File: src/hw/rtl/checksummed_frame_receiver_assert.svh
// ----------------------------------------------------------------------------
// checksummed frame receiver assertion macros
// concurrent checks on the clock, masked while reset is low, empty in synthesis
// ----------------------------------------------------------------------------
`ifndef CHECKSUMMED_FRAME_RECEIVER_ASSERT_SVH
`define CHECKSUMMED_FRAME_RECEIVER_ASSERT_SVH

`ifndef SYNTHESIS

// same-cycle implication
`define CFR_ASSERT(name, clk, rst_n, ante, cons, msg) \
  name: assert property (@(posedge clk) disable iff (!rst_n) (ante) |-> (cons)) \
    else $error(msg);

// next-cycle implication
`define CFR_ASSERT_NEXT(name, clk, rst_n, ante, cons, msg) \
  name: assert property (@(posedge clk) disable iff (!rst_n) (ante) |=> (cons)) \
    else $error(msg);

`else

`define CFR_ASSERT(name, clk, rst_n, ante, cons, msg)
`define CFR_ASSERT_NEXT(name, clk, rst_n, ante, cons, msg)

`endif

`endif

File: src/hw/rtl/cfr_pkg.sv
// ----------------------------------------------------------------------------
// cfr_pkg
// shared constants, status codes and types of the checksummed frame receiver
// ----------------------------------------------------------------------------
package cfr_pkg;

  localparam int unsigned MaxPayload = 48;

  localparam logic [7:0] StartByte = 8'h3A;
  localparam logic [7:0] CrByte    = 8'h0D;
  localparam logic [7:0] LfByte    = 8'h0A;

  typedef enum logic [2:0] {
    StOk         = 3'd0,
    StWrongId    = 3'd1,
    StBadCmd     = 3'd2,
    StBadTrailer = 3'd3,
    StChecksum   = 3'd4,
    StNoStart    = 3'd5,
    StTooLong    = 3'd6
  } status_e;

  // parser events toward the output side
  typedef struct packed {
    logic    res_valid;    // one status item (no payload)
    status_e res_status;
    logic    drain_start;  // good frame with payload, release buffer
  } parse_evt_t;

  // fixed set of accepted command words
  function automatic logic cmd_known(logic [15:0] cmd);
    logic known;
    case (cmd)
      16'd0, 16'd1, 16'd2, 16'd3, 16'd4, 16'd5, 16'd6, 16'd7,
      16'd9, 16'd10, 16'd11, 16'd20, 16'd21, 16'd25, 16'd26, 16'd31,
      16'd32, 16'd33, 16'd34, 16'd41, 16'd42, 16'd43, 16'd44, 16'd60,
      16'd61, 16'd66, 16'd67, 16'd68, 16'd75, 16'd84, 16'd85, 16'd86: begin
        known = 1'b1;
      end
      default: begin
        known = 1'b0;
      end
    endcase
    return known;
  endfunction

endpackage

File: src/hw/rtl/cfr_buf.sv
// ----------------------------------------------------------------------------
// cfr_buf
// payload buffer, one write port and one registered read port
// ----------------------------------------------------------------------------
module cfr_buf #(
  parameter int unsigned MAX_PAYLOAD = cfr_pkg::MaxPayload,
  parameter int unsigned AW          = 6
) (
  input  logic          clk_i,
  input  logic          we_i,
  input  logic [AW-1:0] waddr_i,
  input  logic [7:0]    wdata_i,
  input  logic          re_i,
  input  logic [AW-1:0] raddr_i,
  output logic [7:0]    rdata_o
);

  logic [7:0] mem [MAX_PAYLOAD];
  logic [7:0] rdata_q;

  always_ff @(posedge clk_i) begin
    if (we_i) begin
      mem[waddr_i] <= wdata_i;
    end
  end

  always_ff @(posedge clk_i) begin
    if (re_i) begin
      rdata_q <= mem[raddr_i];
    end
  end

  assign rdata_o = rdata_q;

endmodule

File: src/hw/rtl/cfr_parser.sv
// ----------------------------------------------------------------------------
// cfr_parser
// byte-level frame state machine, header capture, running checksum
// ----------------------------------------------------------------------------
module cfr_parser #(
  parameter int unsigned MAX_PAYLOAD = cfr_pkg::MaxPayload,
  parameter int unsigned AW          = 6
) (
  input  logic                clk_i,
  input  logic                rst_ni,
  input  logic                byte_valid_i,
  input  logic [7:0]          byte_i,
  input  logic [15:0]         device_id_i,
  output cfr_pkg::parse_evt_t evt_o,
  output logic [15:0]         cmd_o,
  output logic [15:0]         len_o,
  output logic                mem_we_o,
  output logic [AW-1:0]       mem_addr_o,
  output logic [7:0]          mem_wdata_o
);

  localparam int unsigned CW     = $clog2(MAX_PAYLOAD + 1);
  localparam logic [15:0] MaxLen = 16'(MAX_PAYLOAD);

  typedef enum logic [12:0] {
    PhIdle    = 13'b0000000000001,
    PhIdLo    = 13'b0000000000010,
    PhIdHi    = 13'b0000000000100,
    PhCmdLo   = 13'b0000000001000,
    PhCmdHi   = 13'b0000000010000,
    PhLenLo   = 13'b0000000100000,
    PhLenHi   = 13'b0000001000000,
    PhPayload = 13'b0000010000000,
    PhSumLo   = 13'b0000100000000,
    PhSumHi   = 13'b0001000000000,
    PhCr      = 13'b0010000000000,
    PhLf      = 13'b0100000000000,
    PhHunt    = 13'b1000000000000
  } phase_e;

  phase_e        phase_q, phase_d;
  logic [7:0]    low_q, low_d;
  logic [15:0]   id_q, id_d;
  logic [15:0]   cmd_q, cmd_d;
  logic [15:0]   len_q, len_d;
  logic [CW-1:0] cnt_q, cnt_d;
  logic [CW-1:0] cnt_inc;
  logic [15:0]   sum_q, sum_d;
  logic [15:0]   rsum_q, rsum_d;
  logic          prev_cr_q, prev_cr_d;
  logic [15:0]   word;

  assign word    = {byte_i, low_q};
  assign cnt_inc = cnt_q + 1'b1;

  always_comb begin
    phase_d   = phase_q;
    low_d     = low_q;
    id_d      = id_q;
    cmd_d     = cmd_q;
    len_d     = len_q;
    cnt_d     = cnt_q;
    sum_d     = sum_q;
    rsum_d    = rsum_q;
    prev_cr_d = prev_cr_q;
    evt_o     = '{res_valid: 1'b0, res_status: cfr_pkg::StOk, drain_start: 1'b0};
    mem_we_o  = 1'b0;

    if (byte_valid_i) begin
      case (phase_q)
        PhIdle: begin
          cmd_d = '0;
          len_d = '0;
          if (byte_i == cfr_pkg::StartByte) begin
            phase_d = PhIdLo;
          end else begin
            evt_o.res_valid  = 1'b1;
            evt_o.res_status = cfr_pkg::StNoStart;
            phase_d          = PhHunt;
            prev_cr_d        = 1'b0;
          end
        end
        PhIdLo: begin
          low_d   = byte_i;
          phase_d = PhIdHi;
        end
        PhIdHi: begin
          id_d    = word;
          phase_d = PhCmdLo;
        end
        PhCmdLo: begin
          low_d   = byte_i;
          phase_d = PhCmdHi;
        end
        PhCmdHi: begin
          cmd_d   = word;
          phase_d = PhLenLo;
        end
        PhLenLo: begin
          low_d   = byte_i;
          phase_d = PhLenHi;
        end
        PhLenHi: begin
          len_d = word;
          // id first, then command, then length bound
          if (id_q != device_id_i) begin
            evt_o.res_valid  = 1'b1;
            evt_o.res_status = cfr_pkg::StWrongId;
            phase_d          = PhIdle;
          end else if (!cfr_pkg::cmd_known(cmd_q)) begin
            evt_o.res_valid  = 1'b1;
            evt_o.res_status = cfr_pkg::StBadCmd;
            phase_d          = PhIdle;
          end else if (word > MaxLen) begin
            evt_o.res_valid  = 1'b1;
            evt_o.res_status = cfr_pkg::StTooLong;
            phase_d          = PhHunt;
            prev_cr_d        = 1'b0;
          end else begin
            sum_d   = device_id_i + cmd_q + word;
            cnt_d   = '0;
            phase_d = (word == 16'd0) ? PhSumLo : PhPayload;
          end
        end
        PhPayload: begin
          mem_we_o = 1'b1;
          sum_d    = sum_q + {8'd0, byte_i};
          cnt_d    = cnt_inc;
          if (16'(cnt_inc) >= len_q) begin
            phase_d = PhSumLo;
          end
        end
        PhSumLo: begin
          low_d   = byte_i;
          phase_d = PhSumHi;
        end
        PhSumHi: begin
          rsum_d  = word;
          phase_d = PhCr;
        end
        PhCr: begin
          prev_cr_d = (byte_i == cfr_pkg::CrByte);
          phase_d   = PhLf;
        end
        PhLf: begin
          if (!(prev_cr_q && byte_i == cfr_pkg::LfByte)) begin
            evt_o.res_valid  = 1'b1;
            evt_o.res_status = cfr_pkg::StBadTrailer;
            phase_d          = PhHunt;
            prev_cr_d        = 1'b0;
          end else if (rsum_q != sum_q) begin
            evt_o.res_valid  = 1'b1;
            evt_o.res_status = cfr_pkg::StChecksum;
            phase_d          = PhIdle;
          end else begin
            phase_d = PhIdle;
            if (len_q == 16'd0) begin
              evt_o.res_valid = 1'b1;
            end else begin
              evt_o.drain_start = 1'b1;
            end
          end
        end
        PhHunt: begin
          if (prev_cr_q && byte_i == cfr_pkg::LfByte) begin
            phase_d   = PhIdle;
            prev_cr_d = 1'b0;
          end else begin
            prev_cr_d = (byte_i == cfr_pkg::CrByte);
          end
        end
        default: begin
          phase_d = PhIdle;
        end
      endcase
    end
  end

  always_ff @(posedge clk_i or negedge rst_ni) begin
    if (!rst_ni) begin
      phase_q   <= PhIdle;
      low_q     <= '0;
      id_q      <= '0;
      cmd_q     <= '0;
      len_q     <= '0;
      cnt_q     <= '0;
      sum_q     <= '0;
      rsum_q    <= '0;
      prev_cr_q <= 1'b0;
    end else begin
      phase_q   <= phase_d;
      low_q     <= low_d;
      id_q      <= id_d;
      cmd_q     <= cmd_d;
      len_q     <= len_d;
      cnt_q     <= cnt_d;
      sum_q     <= sum_d;
      rsum_q    <= rsum_d;
      prev_cr_q <= prev_cr_d;
    end
  end

  // header words as they stand after this byte
  assign cmd_o       = cmd_d;
  assign len_o       = len_d;
  assign mem_addr_o  = cnt_q[AW-1:0];
  assign mem_wdata_o = byte_i;

endmodule

File: src/hw/rtl/checksummed_frame_receiver.sv
// ----------------------------------------------------------------------------
// checksummed_frame_receiver
// parses 0x3A-framed, sum16-checked serial frames and releases payload items
//
//   channel   dir  handshake              payload
//   s_axis    in   tvalid/tready          tdata[7:0] rx_byte
//   m_axis    out  tvalid/tready          tdata data/command/length,
//                                         tuser has_data/status, tlast
//   cfg       in   cfg_we_i (no wait)     cfg_wdata_i device_id
//
// - one received byte is taken per cycle while tready is high
// - a good frame's payload drains from the buffer byte by byte, each byte a
//   buffer read followed by a load of the output register, and a new read waits
//   for the output register to be free; no byte is taken during the drain
// - a status item is held in the output register, a second one in a skid
//   slot; input also stalls while that slot is full
// - asynchronous active-low reset; device_id resets to 1, buffer has no reset
//   and needs no clearing pass
// ----------------------------------------------------------------------------
`include "checksummed_frame_receiver_assert.svh"

module checksummed_frame_receiver #(
  parameter int unsigned MAX_PAYLOAD = cfr_pkg::MaxPayload
) (
  input  logic        clk_i,
  input  logic        rst_ni,
  // configuration
  input  logic        cfg_we_i,
  input  logic [15:0] cfg_wdata_i,
  // received bytes
  input  logic        s_axis_tvalid,
  output logic        s_axis_tready,
  input  logic [7:0]  s_axis_tdata,   // [7:0] rx_byte
  // result items
  output logic        m_axis_tvalid,
  input  logic        m_axis_tready,
  output logic [39:0] m_axis_tdata,   // [7:0] data_byte, [23:8] command, [39:24] length
  output logic [3:0]  m_axis_tuser,   // [0] has_data, [3:1] status
  output logic        m_axis_tlast
);

  localparam int unsigned AW = (MAX_PAYLOAD > 1) ? $clog2(MAX_PAYLOAD) : 1;
  localparam int unsigned CW = $clog2(MAX_PAYLOAD + 1);

  // configuration register
  logic [15:0] device_id_q;

  always_ff @(posedge clk_i or negedge rst_ni) begin
    if (!rst_ni) begin
      device_id_q <= 16'd1;
    end else if (cfg_we_i) begin
      device_id_q <= cfg_wdata_i;
    end
  end

  // parser and buffer
  cfr_pkg::parse_evt_t evt;
  logic                in_acc;
  logic [15:0]         frame_cmd;
  logic [15:0]         frame_len;
  logic                mem_we;
  logic [AW-1:0]       mem_waddr;
  logic [7:0]          mem_wdata;
  logic                rd_issue;
  logic [7:0]          mem_rdata;

  // drain sequencer
  logic                drain_q, drain_d;
  logic [CW-1:0]       drain_idx_q, drain_idx_d;
  logic [CW-1:0]       drain_idx_inc;
  logic                rd_pend_q;
  logic                rd_last_q, rd_last_d;

  // output register and skid slot
  logic                out_valid_q, out_valid_d;
  logic [7:0]          out_data_q, out_data_d;
  logic                out_has_q, out_has_d;
  logic                out_last_q, out_last_d;
  cfr_pkg::status_e    out_status_q, out_status_d;
  logic [15:0]         out_cmd_q, out_cmd_d;
  logic [15:0]         out_len_q, out_len_d;
  logic                skid_q, skid_d;
  cfr_pkg::status_e    skid_status_q, skid_status_d;
  logic [15:0]         skid_cmd_q, skid_cmd_d;
  logic [15:0]         skid_len_q, skid_len_d;
  logic                out_free;

  assign s_axis_tready = !drain_q && !rd_pend_q && !skid_q;
  assign in_acc        = s_axis_tvalid && s_axis_tready;
  assign out_free      = !out_valid_q || m_axis_tready;

  cfr_parser #(
    .MAX_PAYLOAD (MAX_PAYLOAD),
    .AW          (AW)
  ) u_parser (
    .clk_i       (clk_i),
    .rst_ni      (rst_ni),
    .byte_valid_i(in_acc),
    .byte_i      (s_axis_tdata),
    .device_id_i (device_id_q),
    .evt_o       (evt),
    .cmd_o       (frame_cmd),
    .len_o       (frame_len),
    .mem_we_o    (mem_we),
    .mem_addr_o  (mem_waddr),
    .mem_wdata_o (mem_wdata)
  );

  cfr_buf #(
    .MAX_PAYLOAD (MAX_PAYLOAD),
    .AW          (AW)
  ) u_buf (
    .clk_i  (clk_i),
    .we_i   (mem_we),
    .waddr_i(mem_waddr),
    .wdata_i(mem_wdata),
    .re_i   (rd_issue),
    .raddr_i(drain_idx_q[AW-1:0]),
    .rdata_o(mem_rdata)
  );

  // one buffer read in flight at a time, issued only when the output
  // register will be free on the cycle the data lands
  assign rd_issue      = drain_q && !rd_pend_q && out_free;
  assign drain_idx_inc = drain_idx_q + 1'b1;

  always_comb begin
    drain_d     = drain_q;
    drain_idx_d = drain_idx_q;
    rd_last_d   = rd_last_q;
    if (in_acc && evt.drain_start) begin
      drain_d     = 1'b1;
      drain_idx_d = '0;
    end else if (rd_issue) begin
      drain_idx_d = drain_idx_inc;
      rd_last_d   = (16'(drain_idx_inc) == frame_len);
      if (16'(drain_idx_inc) == frame_len) begin
        drain_d = 1'b0;
      end
    end
  end

  // output register loading: buffer data, then skid, then a new status item
  always_comb begin
    out_valid_d   = out_valid_q && !m_axis_tready;
    out_data_d    = out_data_q;
    out_has_d     = out_has_q;
    out_last_d    = out_last_q;
    out_status_d  = out_status_q;
    out_cmd_d     = out_cmd_q;
    out_len_d     = out_len_q;
    skid_d        = skid_q;
    skid_status_d = skid_status_q;
    skid_cmd_d    = skid_cmd_q;
    skid_len_d    = skid_len_q;

    if (rd_pend_q) begin
      out_valid_d  = 1'b1;
      out_data_d   = mem_rdata;
      out_has_d    = 1'b1;
      out_last_d   = rd_last_q;
      out_status_d = cfr_pkg::StOk;
      out_cmd_d    = frame_cmd;
      out_len_d    = frame_len;
    end else if (skid_q && out_free) begin
      out_valid_d  = 1'b1;
      out_data_d   = '0;
      out_has_d    = 1'b0;
      out_last_d   = 1'b1;
      out_status_d = skid_status_q;
      out_cmd_d    = skid_cmd_q;
      out_len_d    = skid_len_q;
      skid_d       = 1'b0;
    end else if (in_acc && evt.res_valid) begin
      if (out_free) begin
        out_valid_d  = 1'b1;
        out_data_d   = '0;
        out_has_d    = 1'b0;
        out_last_d   = 1'b1;
        out_status_d = evt.res_status;
        out_cmd_d    = frame_cmd;
        out_len_d    = frame_len;
      end else begin
        skid_d        = 1'b1;
        skid_status_d = evt.res_status;
        skid_cmd_d    = frame_cmd;
        skid_len_d    = frame_len;
      end
    end
  end

  always_ff @(posedge clk_i or negedge rst_ni) begin
    if (!rst_ni) begin
      drain_q     <= 1'b0;
      drain_idx_q <= '0;
      rd_pend_q   <= 1'b0;
      rd_last_q   <= 1'b0;
      out_valid_q <= 1'b0;
      skid_q      <= 1'b0;
    end else begin
      drain_q     <= drain_d;
      drain_idx_q <= drain_idx_d;
      rd_pend_q   <= rd_issue;
      rd_last_q   <= rd_last_d;
      out_valid_q <= out_valid_d;
      skid_q      <= skid_d;
    end
  end

  // payload registers
  always_ff @(posedge clk_i) begin
    out_data_q    <= out_data_d;
    out_has_q     <= out_has_d;
    out_last_q    <= out_last_d;
    out_status_q  <= out_status_d;
    out_cmd_q     <= out_cmd_d;
    out_len_q     <= out_len_d;
    skid_status_q <= skid_status_d;
    skid_cmd_q    <= skid_cmd_d;
    skid_len_q    <= skid_len_d;
  end

  assign m_axis_tvalid = out_valid_q;
  assign m_axis_tdata  = {out_len_q, out_cmd_q, out_data_q};
  assign m_axis_tuser  = {out_status_q, out_has_q};
  assign m_axis_tlast  = out_last_q;

  // buffer data always lands in an empty output register
  `CFR_ASSERT(a_rd_into_free, clk_i, rst_ni, rd_pend_q, !out_valid_q,
              "buffer read collides with held item")
  // a held status item never overlaps a payload drain
  `CFR_ASSERT(a_skid_no_drain, clk_i, rst_ni, skid_q, !drain_q && !rd_pend_q,
              "skid slot full during drain")
  // buffer is never written while it is being read out
  `CFR_ASSERT(a_no_wr_in_drain, clk_i, rst_ni, mem_we, !drain_q && !rd_pend_q,
              "buffer write during drain")
  // a good frame with payload starts the drain at the first entry
  `CFR_ASSERT_NEXT(a_drain_start, clk_i, rst_ni, in_acc && evt.drain_start,
                   drain_q && drain_idx_q == '0, "drain did not start")

endmodule

File: config.mk
export PLATFORM = sky130hd
export DESIGN_NAME = checksummed_frame_receiver
export DESIGN_NICKNAME = d
export VERILOG_FILES = /design/src/hw/rtl/cfr_pkg.sv /design/src/hw/rtl/cfr_buf.sv /design/src/hw/rtl/cfr_parser.sv /design/src/hw/rtl/checksummed_frame_receiver.sv
export VERILOG_INCLUDE_DIRS = /design/src /design/src/hw/rtl
export SDC_FILE = /design/constraint.sdc
export NUM_CORES = 1
export LEC_CHECK = 0
export BUFFER_PORTS_ARGS = -buffer_cell sky130_fd_sc_hd__buf_2
export CAP_MARGIN = 20
export CORE_UTILIZATION = 50
export CTS_BUF_LIST = sky130_fd_sc_hd__clkbuf_8
export CTS_CLUSTER_SIZE = 40
export DETAILED_ROUTE_END_ITERATION = 7
export GPL_TIMING_DRIVEN = 0
export PLACE_DENSITY = 0.68
export REMOVE_ABC_BUFFERS = 1
export SLEW_MARGIN = 20
export SYNTH_ARGS = -nofsm -noshare
export SYNTH_HDL_FRONTEND = slang
export SYNTH_SLANG_ARGS = --single-unit
File: constraint.sdc
create_clock -name clk_i -period 5.4 [get_ports clk_i]
set_clock_uncertainty 0.15 [all_clocks]
set_input_delay 1.62 -clock clk_i [delete_from_list [all_inputs] [get_ports clk_i]]
set_output_delay 1.62 -clock clk_i [all_outputs]
set_load 0.01 [all_outputs]
Yosys cells after proc, flatten, opt, wreduce, memory -nomap -nowiden
Memories as Yosys holds them, arrays and structs flattened. A register that Yosys moved wholly into a read port is not among the register bits.
Index checks and enable logic that the tools add are counted.
W data, S select, Z words.

operators by class
  add/sub/neg operators = 5
  order comparisons = 2
  equal/unequal tests = 28
  multiplexer cells = 84
  bitwise operators = 4
  reductions and logical operators = 40

operators by type and width
  cell                    number
  $mux W16                13
  $pmux W13 S13           1
  $pmux W16 S2            3
  $mux W13                7
  $mux W1                 37
  $add A16 B16 Y16        2
  $logic_not A16 Y1       2
  $mux W8                 4
  $ne A16 B16 Y1          2
  $mux W6                 5
  $mux W4                 5
  $add A16 B8 Y16         1
  $eq A6 B16 Y1           1
  $eq A8 B4 Y1 const B    2
  $ge A6 B16 Y1           1
  $gt A16 B6 Y1 const B   1
  $reduce_and A2 Y1       7
  $eq A13 B1 Y1 const B   1
  $eq A13 B10 Y1 const B  1
  $eq A13 B11 Y1 const B  1
  $eq A13 B12 Y1 const B  1
  $eq A13 B13 Y1 const B  1
  $eq A13 B2 Y1 const B   1
  $eq A13 B3 Y1 const B   1
  29 further kinds        62

word-level totals
  flip-flop bits (word level) = 215
  RAM bits = 384
  ROM bits = 128
  input bits = 29
  output and inout port bits = 47
  logic and storage cells = 190
  memories kept = 2

memories
  memory            words  width  read ports  clocked after memory_dff  write ports  RTL line       RTL
  u_buf.mem         48     8      1           1                         1            cfr_buf.sv:18  logic [7:0] mem [MAX_PAYLOAD];
  (name not given)  128    1      1           0                         0            cfr_pkg.sv:33  case (cmd)

Depth between registers and ports, before layout
Gate-level depths: netlist of run 1.

  depth after elaboration = 13
  depth in mapped cells = 13
  gate-level depth less buffers = 13

Cells and area by module
A second synthesis of run 1 with hierarchy kept.

second synthesis, totals
  cell total of the unflattened synthesis = 1739
  area, all modules = 26571.7 um2

by module, submodules not included
  module                      times used  cells each  area an instance (um2)  sequential area each (um2)
  cfr_buf                     1           790         15414.8                 11771.3
  cfr_parser                  1           699         7019.2                  2703.8
  checksummed_frame_receiver  1           250         4137.7                  3039.2

Worst setup path after synthesis of run 1
OpenSTA, ideal clock, no wires.

  path type = input port to flip-flop
  from = input s_axis_tdata[7]
  to = register skid_cmd_q[0] (enable)
  library setup time = 0.427 ns
  arrival = 4.168 ns
  required time = 4.823 ns
  slack = 0.655 ns
  stages on the path = 7
  path buffers = 1
  cells stage by stage = clkbuf_1 > nor3b_1 > and2_1 > a31oi_2 > inv_1 > a31o_2 > nor2_1

between the ends
  longest elaborated chain between the ends = 8
  elaborated cells on any way between the ends = 13
  those cells by class = order compare (1); eq/ne (2); mux (7); reduce/logical (3)

ends and longest elaborated chain
  item                             RTL line                           RTL
  start: declaration               checksummed_frame_receiver.sv:33   input logic [7:0] s_axis_tdata,
  $gt A16 B6 Y1                    cfr_parser.sv:114                  end else if (word > MaxLen) begin
  $mux W4                          cfr_parser.sv:114
  $mux W4                          cfr_parser.sv:110                  end else if (!cfr_pkg::cmd_known(cmd_q)) begin
  $mux W4                          cfr_parser.sv:106                  if (id_q != device_id_i) begin
  $pmux W4 S3 (*)                  cfr_parser.sv:70                   case (phase_q)
  $mux W5 (*)                      cfr_parser.sv:69                   if (byte_valid_i) begin
  $logic_and A1 B1 Y1 (*)          checksummed_frame_receiver.sv:174  end else if (in_acc && evt.res_valid) begin
  $reduce_and A4 Y1 (no line) (*)  n/a
  end signal: assignment           checksummed_frame_receiver.sv:219  skid_cmd_q <= skid_cmd_d;
  end: declaration                 checksummed_frame_receiver.sv:84   logic [15:0] skid_cmd_q, skid_cmd_d;

Every way passes the cells marked *; elsewhere a longest branch is shown, timed or not.
A chain may end at the register's enable or synchronous reset.

Worst setup path in the final report of run 1
  from = input s_axis_tdata[4]
  to = register u_parser.sum_q[12]

between the ends
  longest elaborated chain between the ends = 5
  elaborated cells on any way between the ends = 9
  those cells by class = add/sub (2); order compare (1); eq/ne (1); mux (4); reduce/logical (1)

ends and longest elaborated chain
  item                    RTL line           RTL
  $add A16 B16 Y16        cfr_parser.sv:120  sum_d = device_id_i + cmd_q + word;
  $mux W16                cfr_parser.sv:114
  $mux W16                cfr_parser.sv:110
  $mux W16                cfr_parser.sv:106
  $pmux W16 S2            cfr_parser.sv:70
  end signal: assignment  cfr_parser.sv:197  sum_q <= sum_d;
  end: declaration        cfr_parser.sv:48   logic [15:0] sum_q, sum_d;

Parallel ways exist; a longest one is shown, timed or not. The select of a mux whose other input is x is not followed.

==> impl_metrics.toml, run 1 <==
[cts]
cts.hold.buffers_added = 0
clkTransAtPathRegs_ns = 0.06
postCtsSetupBuffers = 0
cts_resized = 0
clockBufferDepth = 3
cts_root_buf = "clkbuf_8"
cts_buffers = 95
cts_tree = "done"
insertion_delay_ns = 0.68
numClockSinks = 607
htreeDepth = 3

[setup_path]
worst-endpoint-arrival_ns = 5.02
r2r_end = "u_buf.mem[13][0]$_DFFE_PP_"
endpoint_kind = "flip-flop"
reg2reg_from = "u_parser.phase_q[1]$_DFFE_PN0P_"
path_common_cell = "o2111ai_1"
crit_family = "compound AO/OA/AOI/OAI gates"
critical_path_class = "in2reg"
slowest_delay_ns = 0.94
critPathSlowestCell = "a21oi_1"
r2r_cells = 6
cp_num_buf_inv = 1
worst-path-max-fanout = 59
r2r_setup_slack_ns = 0.80
cp-start-kind = "input pin"
crit_chain = "buf_4 -> nor3_1 -> o2111ai_1 -> a311oi_1 -> o2111ai_1 -> a21oi_1 -> o31a_1 -> a31oi_1"
crit_required_ns = 5.81

[power]
power.switching_mw = 2.351
vdd_drop_max_v = 0.0002095
power_frac_clock = 0.379
p_seq_frac = 0.539
swShare = 0.2413
p_int_mw = 7.391
power.leakage_nw = 10.65
powerDensity_mw_per_mm2 = 329.7
combPwrFrac = 0.082
power.total_mw = 9.743

[hold_path]
worstHoldStart = "out_has_q$_SDFFE_PP1P_"
holdPathStages = 1
hold_path.class = "reg2reg"
hold_end = "out_has_q$_SDFFE_PP1P_"

[layout]
largest_reg_flops = 384
syn_to_final_growth_pct = 11.53
layout.nets = 1919
final_cell_mix = "468 x edfxtp_1, 129 x dfrtp_1, 106 x clkbuf_8"
layout_commonest_cell = "edfxtp_1"
fillCellCount = 4026
fin_cells = 2594
regArea_mm2 = 0.01752
multi_input_area_mm2 = 0.008504
drive_gt1_frac = 0.2065
regMostFlops = "u_buf.mem"

[global_routing]
grt_first_pass_wirelength_um = 92830
grt-ovfl-total = 0
antenna_found_initial = 1
grt_max_degree = 90
grt_pass1_vias = 15940
grt.total_usage = 0.2305

[sta]
rsz0062_at_grt = "false"
setup_viol = 0
layout_min_cycle_time_ns = 4.612
hold_ws_ns = 0.3157
tns_ns = 0
maxSlewViolCount = 0
fmax_ghz = 0.2168
min_period_over_period = 0.8540
slew_headroom = 0.3405
finalHoldViolCount = 0
tightestPinTransition_ns = 0.9802

[placement]
dp_hpwl_um = 38180
port_buffers = 75
dp_cells = 2421
gp_congestion = 0.8939

[drt]
wirelength_um = 60580
detail_route.wl_per_cell_um = 23.35
drc = 0
ant_nets = 0
first_iter_violations = 1365
drtPass1Iterations = 5
dr_total_vias = 15540
viasPerCell = 5.989

[floorplan]
io_pins = 76
die_h_um = 232.2
die-area_mm2 = 0.05391
die_w_um = 232.2
initial_core_util = 0.5112
rows = 83
core-area_mm2 = 0.05182

[outcome]
outcome = "completed"

[logic_synthesis]
synth_edf_count = 468
dominantRegCellSynth = "edfxtp_1"
ys_seq_elements = 607
ys_warn_count = 0
synth-async-reset-ratio = 0.2224
ys_seq_area_frac = 0.6611
synth_cells = 1741
netlist_area_mm2 = 0.02649
ys_types = 82
synth_area_per_cell_um2 = 15.22

[flow_run]
cap_violations = 0
## Yosys cell counts (all sizes together), types with 4 or more instances
master / number / area share
nor3: 24 / 0.0045
ha: 35 / 0.017
a21o: 12 / 0.0034
o31ai: 6 / 0.0017
nand4b: 4 / 0.0013
a211oi: 16 / 0.0045
mux4: 66 / 0.056
clkbuf: 54 / 0.0077
nand2b: 11 / 0.0026
nor3b: 6 / 0.0017
nand2: 88 / 0.012
inv: 37 / 0.0052
buf: 33 / 0.0060
nor2: 99 / 0.014
nor4: 19 / 0.0061
xor2: 22 / 0.0073
mux2: 86 / 0.037
dfrtp: 133 / 0.13
a221oi: 4 / 0.0013
nand3: 33 / 0.0064
a21oi: 58 / 0.011
and2: 16 / 0.0038
a22o: 32 / 0.011
mux2i: 75 / 0.028
or3: 9 / 0.0021
o21ai: 71 / 0.013
edfxtp: 468 / 0.53
o41ai: 4 / 0.0013
dfxtp: 4 / 0.0030
fa: 17 / 0.013
a22oi: 4 / 0.0011
o22ai: 21 / 0.0050
and3: 4 / 0.00094
a31oi: 11 / 0.0028
xnor2: 34 / 0.011
or2: 6 / 0.0014
nor2b: 12 / 0.0028
o221ai: 40 / 0.013
nand4: 14 / 0.0033
## metrics by stage
stage	cell area [µm²]	setup slack (ns)	util
after global routing	29550	0.4311	0.5702
after global placement	27360	-4.391	0.5279
after CTS	29540	0.7039	0.5700
after floorplan	26130	-2.013	-
final	29550	0.7883	0.5702
after detailed placement	27710	0.1964	0.5346
## final cells by class
type | count | share of cell area
clock buffers | 106 | 0.04938
clock inverters | 66 | 0.01258
inverters | 37 | 0.004701
well taps | 680 | 0.02880
multi-input cells | 1010 | 0.2878
flip-flops and latches | 607 | 0.5931
repair buffers | 87 | 0.02350
diodes | 1 | 0.00008470
## routing by layer
| metal | GRT usage | vias up | wire length (µm) | share of wire |
|---|---|---|---|---|
| met5 | 0 | - | 0 | 0 |
| met4 | 0.09231 | 0 | 1928 | 0.032 |
| met3 | 0.03966 | 125 | 3626 | 0.060 |
| met2 | 0.3714 | 542 | 29350 | 0.48 |
| met1 | 0.3119 | 7860 | 25680 | 0.42 |
| li1 | - | 7009 | - | - |
## how the worst max path moves through the flow
stage,from,endpoint,slack [ns],cells past startpoint
floorplan,drain_idx_q[0]$_DFFE_PN0P_,drain_q$_DFFE_PN0P_,-2.01,7
detailed placement,s_axis_tdata[4],u_parser.sum_q[12]$_DFFE_PN0P_,0.20,8
global route,s_axis_tdata[4],u_parser.sum_q[12]$_DFFE_PN0P_,0.43,8
global placement,drain_idx_q[0]$_DFFE_PN0P_,drain_q$_DFFE_PN0P_,-4.39,7
CTS,u_parser.phase_q[1]$_DFFE_PN0P_,u_buf.mem[46][0]$_DFFE_PP_,0.70,7
finish,s_axis_tdata[4],u_parser.sum_q[12]$_DFFE_PN0P_,0.79,8
## worst reg2reg max path, delay by kind of cell, from the launching register on
family	cells	cell delay [ns]
and+or+nand+nor	6	3.57
DFF	1	0.49
## cells by family (layout without fill, tap and decap cells)
kind of cell / Yosys count / in the layout / share of synthesized area
multiplexers: 227 / 227 / 0.1210
flip-flops: 607 / 607 / 0.6611
buffers and inverters: 124 / 296 / 0.01889
other: 0 / 1 / 0
AO/OA/AOI/OAI: 314 / 314 / 0.08138
adder cells (fa/ha/maj): 52 / 52 / 0.02938
AND/OR/NAND/NOR: 361 / 361 / 0.06971
XOR/XNOR: 56 / 56 / 0.01851
## power groups by stage
stage                     clock, mW  sequential, mW  combinational (mW)
after floorplan                   0            5.37               0.421
after global placement            0            5.35               0.753
after detailed placement          0            5.34               0.799
after CTS                      3.77            5.25               0.803
after global routing           3.95            5.26               0.878
final                          3.70            5.25               0.800
(Power assumes the default switching activity.)
==> inputs of run 2 (changes only) <==
--- a/config.mk
+++ b/config.mk
@@ -8,12 +8,14 @@
 export LEC_CHECK = 0
 export BUFFER_PORTS_ARGS = -buffer_cell sky130_fd_sc_hd__buf_2
 export CAP_MARGIN = 20
-export CORE_UTILIZATION = 50
-export CTS_BUF_LIST = sky130_fd_sc_hd__clkbuf_8
+export CELL_PAD_IN_SITES_DETAIL_PLACEMENT = 1
+export CELL_PAD_IN_SITES_GLOBAL_PLACEMENT = 1
+export CORE_UTILIZATION = 40
+export CTS_BUF_LIST = sky130_fd_sc_hd__clkbuf_8 sky130_fd_sc_hd__clkbuf_16
 export CTS_CLUSTER_SIZE = 40
 export DETAILED_ROUTE_END_ITERATION = 7
 export GPL_TIMING_DRIVEN = 0
-export PLACE_DENSITY = 0.68
+export PLACE_DENSITY = 0.65
 export REMOVE_ABC_BUFFERS = 1
 export SLEW_MARGIN = 20
 export SYNTH_ARGS = -nofsm -noshare
==> run 2 against run 1 <==
Compared with the run above:
- count of clock-buffer cells in the layout down 34
- worst hold slack worse by 0.013 ns
- sequential power about the same
- global-route usage decreased by 2.1 points
- die area increased by 25%
- sequential cell count is the same
- sequential share of layout area down 1.2 points
- highest routed layer unchanged
==> impl_metrics.toml, run 2 (synthesis results as in run 1) <==
[outcome]
outcome = "completed"

[cts]
cts.hold.buffers_added = 0
clockBufferDepth = 3
numClockSinks = 607
cts_resized = 0
postCtsSetupBuffers = 0
htreeDepth = 3
cts_root_buf = "clkbuf_16"
clkTransAtPathRegs_ns = 0.06
insertion_delay_ns = 0.62
cts_buffers = 68
cts_tree = "done"

[layout]
regMostFlops = "u_buf.mem"
layout.nets = 1892
largest_reg_flops = 384
final_cell_mix = "468 x edfxtp_1, 129 x dfrtp_1, 96 x nor2_1"
drive_gt1_frac = 0.2028
fillCellCount = 6356
n_antenna_cell = 0
multi_input_area_mm2 = 0.008508
layout_commonest_cell = "edfxtp_1"
fin_area_mm2 = 0.03015
regArea_mm2 = 0.01752
syn_to_final_growth_pct = 13.82

[sta]
setup_viol = 0
maxSlewViolCount = 0
hold_ws_ns = 0.3030
layout_min_cycle_time_ns = 4.943
rsz0062_at_grt = "false"
fmax_ghz = 0.2023
tightestPinTransition_ns = 1.047
min_period_over_period = 0.9153
tns_ns = 0
slew_headroom = 0.3000
finalHoldViolCount = 0

[drt]
ant_nets = 0
drtPass1Iterations = 7
dr_total_vias = 15640
wirelength_um = 69150
detail_route.wl_per_cell_um = 25.43
viasPerCell = 5.753
first_iter_violations = 916
drc = 0

[setup_path]
critical_path_class = "in2reg"
worst-endpoint-arrival_ns = 5.27
cp-start-kind = "input pin"
worst-path-max-fanout = 59
crit_required_ns = 5.73
endpoint_kind = "flip-flop"

[global_routing]
grt_first_pass_wirelength_um = 105700
grt_pass1_vias = 16880
antenna_found_initial = 1
grt-ovfl-total = 0
grt_max_degree = 94
grt.total_usage = 0.2099

[power]
powerDensity_mw_per_mm2 = 353.0
vdd_drop_max_v = 0.0002854
power.leakage_nw = 10.68

[placement]
gp_congestion = 0.8373
port_buffers = 75
dp_hpwl_um = 43830
placed_cell_area_mm2 = 0.02792

[floorplan]
core-area_mm2 = 0.06493
die_w_um = 259.4
initial_core_util = 0.4080
die_h_um = 259.4
io_pins = 76
rows = 93
die-area_mm2 = 0.06726

[hold_path]
hold_path.class = "reg2reg"

[flow_run]
cap_violations = 0
-- run 2: cell types whose count changed in the layout (fill, tap and decap cells not counted), moves of 2 or more --
cell | before | now
clkinvlp_4 | 1 | 4
clkbuf_16 | 0 | 69
clkinv_2 | 7 | 16
inv_16 | 0 | 2
inv_1 | 81 | 48
bufinv_16 | 3 | 5
inv_8 | 2 | 0
clkbuf_8 | 106 | 3
buf_4 | 7 | 9
-- run 2: path summary, 6_finish.rpt --
kind	start	endpoint	slack (ns)	cells after the start
max	s_axis_tdata[5]	u_parser.sum_q[12]$_DFFE_PN0P_	0.46	8
min	out_has_q$_SDFFE_PP1P_	out_has_q$_SDFFE_PP1P_	0.30	1
max reg2reg	u_parser.phase_q[3]$_DFFE_PN0P_	u_buf.mem[9][5]$_DFFE_PP_	0.71	6
min reg2reg	out_has_q$_SDFFE_PP1P_	out_has_q$_SDFFE_PP1P_	0.30	1
max in group asynchronous	rst_ni	drain_idx_q[0]$_DFFE_PN0P_	3.46	2
min in group asynchronous	rst_ni	device_id_q[15]$_DFFE_PN0P_	0.73	1
-- run 2: final cells by class --
type                            count  area share
Clock buffer                       72     0.05863
Clock inverter                     51     0.01498
Inverter                           37    0.004606
Multi-Input combinational cell   1010      0.2822
Sequential cell                   607      0.5812
Tap cell                          855     0.03548
Timing Repair Buffer               87     0.02299
-- run 2: metrics by stage --
step / utilization / instances / total power, mW / setup slack [ns]
after floorplan: - / 1654 / 5.789 / -2.013
after global placement: 0.4247 / 2584 / 6.126 / -4.721
after detailed placement: 0.4300 / 2596 / 6.177 / -0.1727
after CTS: 0.4642 / 2719 / 10.76 / 0.4524
after global routing: 0.4644 / 2719 / 10.98 / 0.1359
final: 0.4644 / 2719 / 10.64 / 0.4574
-- run 2: metal layers --
metal / up-vias / part of all wire / global-route usage
met5: - / 0 / 0
li1: 6948 / - / -
met3: 125 / 0.044 / 0.03329
met4: 0 / 0.030 / 0.07320
met1: 8230 / 0.43 / 0.2744
met2: 339 / 0.50 / 0.3546
-- run 2: power by group --
group	internal [mW]	switching, mW
Combinational	0.272	0.552
Sequential	5.17	0.0753
Clock	2.64	1.93
Total	8.08	2.56
-- run 2: critical path, cell delays in order --
cell and delay (ns):
buf_4 0.30, nor3_1 0.73, o2111ai_1 0.27, a311oi_1 0.38, o2111ai_1 0.55, a21oi_1 0.97, o31a_1 0.26, a31oi_1 0.10
==> inputs of run 3 (changes only) <==
--- a/config.mk
+++ b/config.mk
@@ -15,9 +15,7 @@
 export CTS_CLUSTER_SIZE = 40
 export DETAILED_ROUTE_END_ITERATION = 7
 export GPL_TIMING_DRIVEN = 0
-export PLACE_DENSITY = 0.65
-export REMOVE_ABC_BUFFERS = 1
-export SLEW_MARGIN = 20
+export PLACE_DENSITY = 0.62
 export SYNTH_ARGS = -nofsm -noshare
 export SYNTH_HDL_FRONTEND = slang
 export SYNTH_SLANG_ARGS = --single-unit
==> run 3 against run 2 <==
Compared with the run above:
- combinational power rose by 4.4%
- routed wire length grew 7.3%
- cell area up 0.90%
- clock power barely moved
- worst hold slack better by 0.030 ns
- largest cell class unchanged
- sequential cell count did not move
- critical path type unchanged
- cell count up 3.3%
- sequential power about the same
- largest power group unchanged
- via count increased by 2.6%
- die area is the same
==> impl_metrics.toml, run 3 (synthesis results as in run 1) <==
[cts]
cts.hold.buffers_added = 0
insertion_delay_ns = 0.62
numClockSinks = 607
clkTransAtPathRegs_ns = 0.05
cts_root_buf = "clkbuf_16"
cts_buffers = 68
cts_tree = "done"
htreeDepth = 3
cts_resized = 0
clockBufferDepth = 3
postCtsSetupBuffers = 0

[setup_path]
startpoint = "s_axis_tdata[4]"
critical_path_class = "in2reg"
worst-path-max-fanout = 33
critPathSlowestCell = "nor3_1"
reg2reg_from = "u_parser.phase_q[2]$_DFFE_PN0P_"
endpoint_kind = "flip-flop"
worst-endpoint-arrival_ns = 5.24
slowest_delay_ns = 0.69
crit_chain = "buf_2 -> buf_12 -> buf_2 -> nor3_1 -> o2111ai_1 -> a311oi_1 -> o211a_1 -> o41ai_1 -> nor2_1 -> nand2_2 -> buf_12"
crit_required_ns = 5.60
cp-start-kind = "input pin"

[hold_path]
hold_path.class = "reg2reg"
worstHoldStart = "out_status_q[2]$_SDFFE_PP0P_"

[global_routing]
met2_usage = 0.3884
antenna_found_initial = 1
grt_max_degree = 70
grt_first_pass_wirelength_um = 110200
met1_usage = 0.2881
grt.total_usage = 0.2238
grt-ovfl-total = 0
met3_usage = 0.03700
grt.busiest_layer = "met2"
grt_pass1_vias = 17010

[placement]
pre_cts_ws_ns = -0.3783
gp_congestion = 0.8224
dp_hpwl_um = 50860
port_buffers = 74

[floorplan]
initial_core_util = 0.4080
die_w_um = 259.4
die_h_um = 259.4
io_pins = 76
die-area_mm2 = 0.06726
rows = 93
core-area_mm2 = 0.06493

[sta]
tightestPinTransition_ns = 1.059
layout_min_cycle_time_ns = 5.047
fmax_ghz = 0.1981
hold_ws_ns = 0.3329
finalHoldViolCount = 0
min_period_over_period = 0.9347
rsz0062_at_grt = "false"
slew_headroom = 0.2940
setup_viol = 0
maxSlewViolCount = 0
setup_ws_ns = 0.3528
tns_ns = 0

[layout]
layout.nets = 1978
largest_reg_flops = 384
syn_to_final_growth_pct = 14.85
n_antenna_cell = 0
layout_commonest_cell = "edfxtp_1"
drive_gt1_frac = 0.1961
final_cell_mix = "468 x edfxtp_1, 133 x dfrtp_1, 96 x nor2_1"
final_util = 0.4686
regMostFlops = "u_buf.mem"

[drt]
first_iter_violations = 1401
drtPass1Iterations = 5
detail_route.wl_per_cell_um = 26.42
ant_nets = 0
dr_total_vias = 16060
drc = 0
wirelength_um = 74180
viasPerCell = 5.718

[power]
powerDensity_mw_per_mm2 = 351.6
vdd_drop_max_v = 0.0002100
power.leakage_nw = 10.87

[outcome]
outcome = "completed"

[logic_synthesis]
syn_nets = 1822

[flow_run]
cap_violations = 0
==> run 3: worst max-delay path, delay by kind of cell <==
kind            cells  cell delay [ns]
buf+inv             4             1.08
simple gates        3             1.43
compound gates      4             1.05
==> run 3: per-stage QoR <==
step           instance area (µm²)  std cells  total power [mW]
3_5_place_dp                 28130       2679             6.208
6_report                     30430       2808             10.70
2_1_floorplan                26490       1741             5.805
4_1_cts                      30370       2805             10.80
3_3_place_gp                 27930       2670             6.165
5_1_grt                      30430       2808             11.03
==> run 3: cell type report <==
cell class	instances	area, µm²
fillers	6410	34500
flip-flops and latches	607	17510
multi-input cells	1010	8487
clock buffers	74	1795
well taps	855	1070
repair buffers	86	614.3
clock inverters	52	445.4
plain buffers	87	361.6
inverters	37	138.9
==> run 3: power by group <==
group          total [mW]  switching, mW  internal, mW
combinational       0.861          0.570         0.290
clock                4.59           1.93          2.66
sequential           5.25         0.0782          5.17
total                10.7           2.57          8.12
==> run 3: metal layers <==
layer	up-vias	wire, µm
met5	-	0
met4	0	1787
met3	120	3170
met2	380	38090
met1	8431	31130
li1	7124	-
==> run 3: final timing paths <==
path / endpoint / slack, ns / cells after the start
worst max-delay path: out_len_q[4]$_DFFE_PP_ / 0.35 / 11
max in group asynchronous: u_parser.phase_q[0]$_DFFE_PN1P_ / 3.42 / 2
worst min-delay path: out_status_q[2]$_SDFFE_PP0P_ / 0.33 / 2
worst max register to register: u_buf.mem[3][0]$_DFFE_PP_ / 0.85 / 8
worst min register to register: out_status_q[2]$_SDFFE_PP0P_ / 0.33 / 2
min in group asynchronous: device_id_q[3]$_DFFE_PN0P_ / 0.88 / 1
